--- config.mk ---
export PLATFORM = sky130hd
export DESIGN_NAME = tcw_seq
export DESIGN_NICKNAME = d
export VERILOG_FILES = /design/src/rtl/tcw_pkg.sv /design/src/rtl/tcw_seq.sv
export SDC_FILE = /design/constraint.sdc
export NUM_CORES = 1
export LEC_CHECK = 0
export CORE_AREA = 2 2 91 93
export CTS_CLUSTER_SIZE = 30
export DETAILED_ROUTE_END_ITERATION = 7
export DIE_AREA = 0 0 93 95
export DONT_BUFFER_PORTS = 1
export PLACE_DENSITY = 0.58
export SKIP_CTS_REPAIR_TIMING = 1
export SLEW_MARGIN = 20
export SYNTH_ARGS = -nofsm -noshare
export SYNTH_HDL_FRONTEND = slang
export SYNTH_SLANG_ARGS = --single-unit
--- constraint.sdc ---
create_clock -name clk_i -period 4.2 [get_ports clk_i]
set_input_delay 0.63 -clock clk_i [delete_from_list [all_inputs] [get_ports clk_i]]
set_output_delay 0.63 -clock clk_i [all_outputs]
set_load 0.02 [all_outputs]
--- src/rtl/tcw_pkg.sv ---
package tcw_pkg;

  localparam int COLUMNS   = 80;
  localparam int ROWS      = 25;
  localparam int CELLS     = COLUMNS * ROWS;
  localparam int COL_W     = $clog2(COLUMNS);
  localparam int COL_CNT_W = $clog2(COLUMNS + 1);
  localparam int ROW_W     = $clog2(ROWS);
  localparam int ROW_CNT_W = $clog2(ROWS + 1);
  localparam int ADDR_W    = $clog2(CELLS);
  localparam int CELL_W    = 16;

  localparam int OP_W      = 1;
  localparam int CHAR_W    = 8;
  localparam int ATTR_W    = 8;
  localparam int IDX_W     = 11;
  localparam int OCOL_W    = 7;
  localparam int OROW_W    = 5;
  localparam int S_DATA_W  = 24;
  localparam int M_DATA_W  = 32;

  localparam int TAB_STOP  = 4;
  localparam int TAB_MASK  = TAB_STOP - 1;

  localparam logic [OP_W-1:0]   OP_PUT     = 1'b0;
  localparam logic [OP_W-1:0]   OP_READ    = 1'b1;
  localparam logic [CHAR_W-1:0] CH_NL      = 8'h0A;
  localparam logic [CHAR_W-1:0] CH_CR      = 8'h0D;
  localparam logic [CHAR_W-1:0] CH_TAB     = 8'h09;
  localparam logic [CHAR_W-1:0] CH_SPACE   = 8'h20;
  localparam logic [ATTR_W-1:0] ATTR_RESET = 8'h07;

  typedef enum logic [2:0] {
    ST_CLEAR,
    ST_IDLE,
    ST_TAB,
    ST_SCR_RD,
    ST_SCR_WR,
    ST_DONE
  } st_e;

  typedef struct packed {
    logic              we;
    logic [ADDR_W-1:0] waddr;
    logic [CELL_W-1:0] wdata;
    logic              re;
    logic [ADDR_W-1:0] raddr;
  } ram_req_t;

  typedef struct packed {
    logic             vld;
    logic             rd_hit;
    logic [COL_W-1:0] col;
    logic [ROW_W-1:0] row;
  } res_t;

endpackage

--- src/rtl/tcw_seq.sv ---
module tcw_seq (
  input  logic                           clk_i,
  input  logic                           rst_ni,
  input  logic                           in_valid_i,
  output logic                           in_ready_o,
  input  logic [tcw_pkg::OP_W-1:0]       opcode_i,
  input  logic [tcw_pkg::CHAR_W-1:0]     char_code_i,
  input  logic [tcw_pkg::IDX_W-1:0]      cell_index_i,
  input  logic [tcw_pkg::ATTR_W-1:0]     attr_i,
  input  logic [tcw_pkg::CELL_W-1:0]     rdata_i,
  output tcw_pkg::ram_req_t              ram_req_o,
  output tcw_pkg::res_t                  res_o,
  input  logic                           res_ready_i
);
  import tcw_pkg::*;

  st_e               state_q, state_d;
  logic [ADDR_W-1:0] ptr_q, ptr_d;
  logic [ADDR_W-1:0] base_q, base_d;
  logic [COL_W-1:0]  col_q, col_d;
  logic [ROW_W-1:0]  row_q, row_d;
  logic              busy_q, busy_d;
  logic              rd_hit_q, rd_hit_d;

  logic [COL_CNT_W-1:0] col_inc;
  logic [ROW_CNT_W-1:0] row_inc;
  logic                 wrap;
  logic                 last_row;
  logic                 do_step;
  logic                 do_wrap;
  logic [ADDR_W-1:0]    pos;

  assign col_inc  = COL_CNT_W'(col_q) + COL_CNT_W'(1);
  assign row_inc  = ROW_CNT_W'(row_q) + ROW_CNT_W'(1);
  assign wrap     = (col_inc == COL_CNT_W'(COLUMNS));
  assign last_row = (row_inc == ROW_CNT_W'(ROWS));
  assign pos      = base_q + ADDR_W'(col_q);

  always_ff @(posedge clk_i or negedge rst_ni) begin
    if (!rst_ni) begin
      state_q  <= ST_CLEAR;
      ptr_q    <= '0;
      base_q   <= '0;
      col_q    <= '0;
      row_q    <= '0;
      busy_q   <= 1'b0;
      rd_hit_q <= 1'b0;
    end else begin
      state_q  <= state_d;
      ptr_q    <= ptr_d;
      base_q   <= base_d;
      col_q    <= col_d;
      row_q    <= row_d;
      busy_q   <= busy_d;
      rd_hit_q <= rd_hit_d;
    end
  end

  always_comb begin
    state_d    = state_q;
    ptr_d      = ptr_q;
    base_d     = base_q;
    col_d      = col_q;
    row_d      = row_q;
    busy_d     = busy_q;
    rd_hit_d   = rd_hit_q;
    ram_req_o  = '0;
    in_ready_o = 1'b0;
    do_step    = 1'b0;
    do_wrap    = 1'b0;

    case (state_q)
      ST_CLEAR: begin
        ram_req_o.we    = 1'b1;
        ram_req_o.waddr = ptr_q;
        ram_req_o.wdata = '0;
        if (ptr_q == ADDR_W'(CELLS - 1)) begin
          state_d = busy_q ? ST_DONE : ST_IDLE;
        end else begin
          ptr_d = ptr_q + ADDR_W'(1);
        end
      end
      ST_IDLE: begin
        in_ready_o = 1'b1;
        if (in_valid_i) begin
          busy_d   = 1'b1;
          rd_hit_d = 1'b0;
          state_d  = ST_DONE;
          if (opcode_i == OP_READ) begin
            rd_hit_d        = (32'(cell_index_i) < CELLS);
            ram_req_o.re    = 1'b1;
            ram_req_o.raddr = ADDR_W'(cell_index_i);
          end else begin
            case (char_code_i)
              CH_NL:   do_wrap = 1'b1;
              CH_CR:   col_d   = '0;
              CH_TAB:  state_d = ST_TAB;
              default: begin
                ram_req_o.we    = 1'b1;
                ram_req_o.waddr = pos;
                ram_req_o.wdata = {attr_i, char_code_i};
                do_step         = 1'b1;
              end
            endcase
          end
        end
      end
      ST_TAB: begin
        ram_req_o.we    = 1'b1;
        ram_req_o.waddr = pos;
        ram_req_o.wdata = {attr_i, CH_SPACE};
        do_step         = 1'b1;
        if (!wrap && ((COL_W'(col_inc) & COL_W'(TAB_MASK)) != '0)) begin
          state_d = ST_TAB;
        end else begin
          state_d = ST_DONE;
        end
      end
      ST_SCR_RD: begin
        ram_req_o.re    = 1'b1;
        ram_req_o.raddr = ptr_q + ADDR_W'(COLUMNS);
        state_d         = ST_SCR_WR;
      end
      ST_SCR_WR: begin
        ram_req_o.we    = 1'b1;
        ram_req_o.waddr = ptr_q;
        ram_req_o.wdata = rdata_i;
        if (ptr_q == ADDR_W'(CELLS - COLUMNS - 1)) begin
          ptr_d   = ADDR_W'(CELLS - COLUMNS);
          state_d = ST_CLEAR;
        end else begin
          ptr_d   = ptr_q + ADDR_W'(1);
          state_d = ST_SCR_RD;
        end
      end
      ST_DONE: begin
        if (res_ready_i) begin
          busy_d  = 1'b0;
          state_d = ST_IDLE;
        end
      end
      default: state_d = ST_IDLE;
    endcase

    if (do_step && !wrap) begin
      col_d = COL_W'(col_inc);
    end
    if (do_wrap || (do_step && wrap)) begin
      col_d = '0;
      if (last_row) begin
        row_d   = ROW_W'(ROWS - 1);
        base_d  = ADDR_W'(CELLS - COLUMNS);
        ptr_d   = '0;
        state_d = ST_SCR_RD;
      end else begin
        row_d  = ROW_W'(row_inc);
        base_d = base_q + ADDR_W'(COLUMNS);
      end
    end
  end

  assign res_o.vld    = (state_q == ST_DONE);
  assign res_o.rd_hit = rd_hit_q;
  assign res_o.col    = col_q;
  assign res_o.row    = row_q;

  a_no_rw_overlap: assert property (@(posedge clk_i) disable iff (!rst_ni)
    !(ram_req_o.we && ram_req_o.re))
    else $error("cell store read and write in one cycle");

  a_scroll_cursor: assert property (@(posedge clk_i) disable iff (!rst_ni)
    (state_q == ST_SCR_RD) |-> (col_q == '0 && row_q == ROW_W'(ROWS - 1)))
    else $error("cursor not parked on last row during scroll");

  a_wr_follows_rd: assert property (@(posedge clk_i) disable iff (!rst_ni)
    (state_q == ST_SCR_WR) |-> ($past(state_q) == ST_SCR_RD))
    else $error("scroll write without read");

  a_waddr_range: assert property (@(posedge clk_i) disable iff (!rst_ni)
    ram_req_o.we |-> (32'(ram_req_o.waddr) < CELLS))
    else $error("cell store write out of range");

  a_busy_done: assert property (@(posedge clk_i) disable iff (!rst_ni)
    (state_q == ST_DONE) |-> busy_q)
    else $error("result without item");

endmodule
==> flow_metrics.tcl <==
set metrics [dict create \
    routedWlPerCell_um 17.35 \
    irDropWorstVdd_v 0.0001081 \
    drtPass1Iterations 4 \
    synth_edf_count 0 \
    syn2layout_area_growth_pct 6.267 \
    cts_inserted_buffers 5 \
    drc_errors 0 \
    final.setup.tns_ns 0 \
    rsz0062_at_grt "false" \
    leakage_nw 1.206 \
    drtIter0Drc 103 \
    synth_area_per_cell_um2 8.032 \
    synthCells 353 \
    max_stage_delay_ns 0.62 \
    crit_slowest_cell "dfrtp_1" \
    path_cells "nor4bb_1 -> nand2b_1 -> nor2_1 -> nor2_1 -> o21ai_0" \
    arrival_ns 2.74 \
    clk_path_buf_depth 2 \
    cts_root_buffer "clkbuf_8" \
    hold_violations 0 \
    required_ns 3.57 \
    final_cell_mix "47 x nand2_1, 35 x o21ai_0, 35 x dfrtp_1" \
    drive_gt1_frac 0.07225 \
    synth.area.top_cells "dfrtp_1 31%, a22o_1 7.1%, nand2_1 6.2%, o21ai_0 6.2%, ha_1 5.3%" \
    fin_nets 405 \
    synthArstFlopShare 1.000 \
    ioPinCount 103 \
    max_freq_mhz 297.0 \
    post-place-ws_ns 1.010 \
    cts_htree_levels 2 \
    syn_area_um2 2835 \
    core-area_um2 7928 \
    synth-main-ff-cell "dfrtp_1" \
    r2r_slack_ns 1.48 \
    viasPerCell 5.953 \
    port_buffers 0 \
    clk_pin_slew_ns 0.08 \
    finalWirelength_um 7823 \
    groute.usage.overall 0.1737 \
    worst_slack_ns 0.8331 \
    diodes 0 \
    crit_path_start_kind "flop" \
    yosysTopAreaCell "dfrtp_1" \
    die_area_um2 8835 \
    hold_path.class "input pin to async pin" \
    ys_warn_count 0 \
    critPathMaxFanout 15 \
    yosys.area.top_type_share 0.3089 \
    cpMostUsedCell "nor2_1" \
    die_w_um 93 \
    vias 2685 \
    grt_pass1_vias 2387 \
    rows 33 \
    drv_slew 0 \
    setup_viol 0 \
    cts.sinks 35 \
    overflow 0 \
    r2r.worst_path.cells 5 \
    cp.buffers_inverters 0 \
    clk_latency_ns 0.29 \
    drtAntennaViolNets 0 \
    maxCapViolCount 0 \
    die_y_um 95 \
    fin_crit_sh 0.8016 \
    crit_path_end_kind "output port" \
    tightest_slew_ns 0.7600 \
    antenna_found_initial 0 \
    grt_max_degree 36 \
    yosysSeqAreaShare 0.3089 \
    r2r_start "state_q[0]" \
    period_minus_slack_ns 3.367 \
    yosysUniqueCellTypes 60 \
    slew_headroom 0.4886 \
    run_status "finished clean" \
    r2r-end "base_q[9]" \
    grt_pass1_wl_um 12250 \
    cts_tree "yes" \
    power_density_nw_per_um2 195.3 \
    fillers 861 \
    crit_family "simple AND/OR/NAND/NOR gates" \
    start_util 0.3576 \
    ys_ff_latch 35 \
    place_congestion 0.9409 \
    finClkSkew_ns 0.01017 \
    final_common_cell "nand2_1" \
    worstSetupPathType "flop to output port" \
    syn-num-nets 413 \
    dp_hpwl_um 5859 \
]
==> where the power goes <==
group | switching (mW) | internal (mW) | total (mW)
Clock | 0.131 | 0.116 | 0.247
Combinational | 0.00163 | 0.00264 | 0.00427
Sequential | 0 | 0.337 | 0.337
Total | 0.133 | 0.455 | 0.588
==> state kept, by name, indices dropped and copies added, names as in the netlist <==
register	count
busy_q	1
base_q	7
rd_hit_q	1
row_q	5
ptr_q	11
col_q	7
state_q	3
==> kinds of logic after synthesis <==
family / count (synthesis) / synth area share
xor+xnor: 17 / 0.05251
simple gates: 143 / 0.2657
mux: 2 / 0.007502
compound gates: 115 / 0.2723
fa+ha+maj: 12 / 0.05296
buf+inv: 28 / 0.03883
flops: 35 / 0.3089
other cells: 1 / 0.001323
==> layer usage <==
metal  up-vias  part of all wire  wire (um)  track usage
li1       1303                 -          -            -
met1      1291              0.45       3531       0.2293
met2        83              0.48       3774       0.2868
met3         8             0.049        387      0.03831
met4         0             0.016        128      0.05025
met5         -                 0          0            0
==> layout make-up <==
type,count,area [um2],share of cell area
Timing Repair Buffer,6,45.04,0.01495
Multi-Input combinational cell,290,1849,0.6138
Clock inverter,2,12.51,0.004153
Tap cell,105,131.4,0.04360
Clock buffer,6,72.57,0.02409
Inverter,7,26.28,0.008721
Sequential cell,35,875.8,0.2907
==> Yosys cell counts (all sizes together), types with 2 or more instances <==
| cell type | n |
|---|---|
| a211o | 5 |
| a211oi | 4 |
| a21o | 2 |
| a21oi | 20 |
| a22o | 23 |
| a31oi | 6 |
| a32o | 2 |
| and2 | 3 |
| and3 | 3 |
| buf | 3 |
| clkbuf | 18 |
| dfrtp | 35 |
| ha | 12 |
| inv | 7 |
| nand2 | 47 |
| nand2b | 8 |
| nand3 | 13 |
| nand4 | 4 |
| nor2 | 18 |
| nor2b | 3 |
| nor3 | 12 |
| nor3b | 2 |
| nor4 | 5 |
| nor4bb | 2 |
| o21ai | 35 |
| o22a | 3 |
| o22ai | 4 |
| o31ai | 3 |
| or2 | 5 |
| or3 | 6 |
| or4 | 3 |
| or4b | 2 |
| xnor2 | 5 |
| xor2 | 12 |
==> worst reg2reg max path: stages, from the launching register on <==
cell and delay, ns:
dfrtp_1 0.62, nand4bb_1 0.31, nor2_1 0.50, a21oi_2 0.31
or3_1 0.51, o32a_1 0.36
==> worst max path at each step <==
stage,start,cells after the start,end,slack (ns)
after floorplan,char_code_i[5],5,ram_req_o[30],1.45
after global placement,char_code_i[5],5,ram_req_o[34],1.10
after detailed placement,char_code_i[5],5,ram_req_o[35],1.01
after CTS,state_q[0],5,ram_req_o[35],0.87
after global routing,state_q[0],5,ram_req_o[36],0.67
final,state_q[0],5,ram_req_o[35],0.83
==> stage by stage <==
stage                     hold slack [ns]    util  instances  instance area, um2  power (mW)
after floorplan                    0.3344       -        353                2835      0.3472
after global placement             0.3353  0.3693        443                2928      0.3476
after detailed placement           0.3352  0.3693        443                2928      0.3476
after CTS                         0.01520  0.3801        451                3013      0.5943
after global routing             0.003614  0.3801        451                3013      0.6091
final                             0.02757  0.3801        451                3013      0.5884
Note: power is estimated with default switching activity, not from simulation.
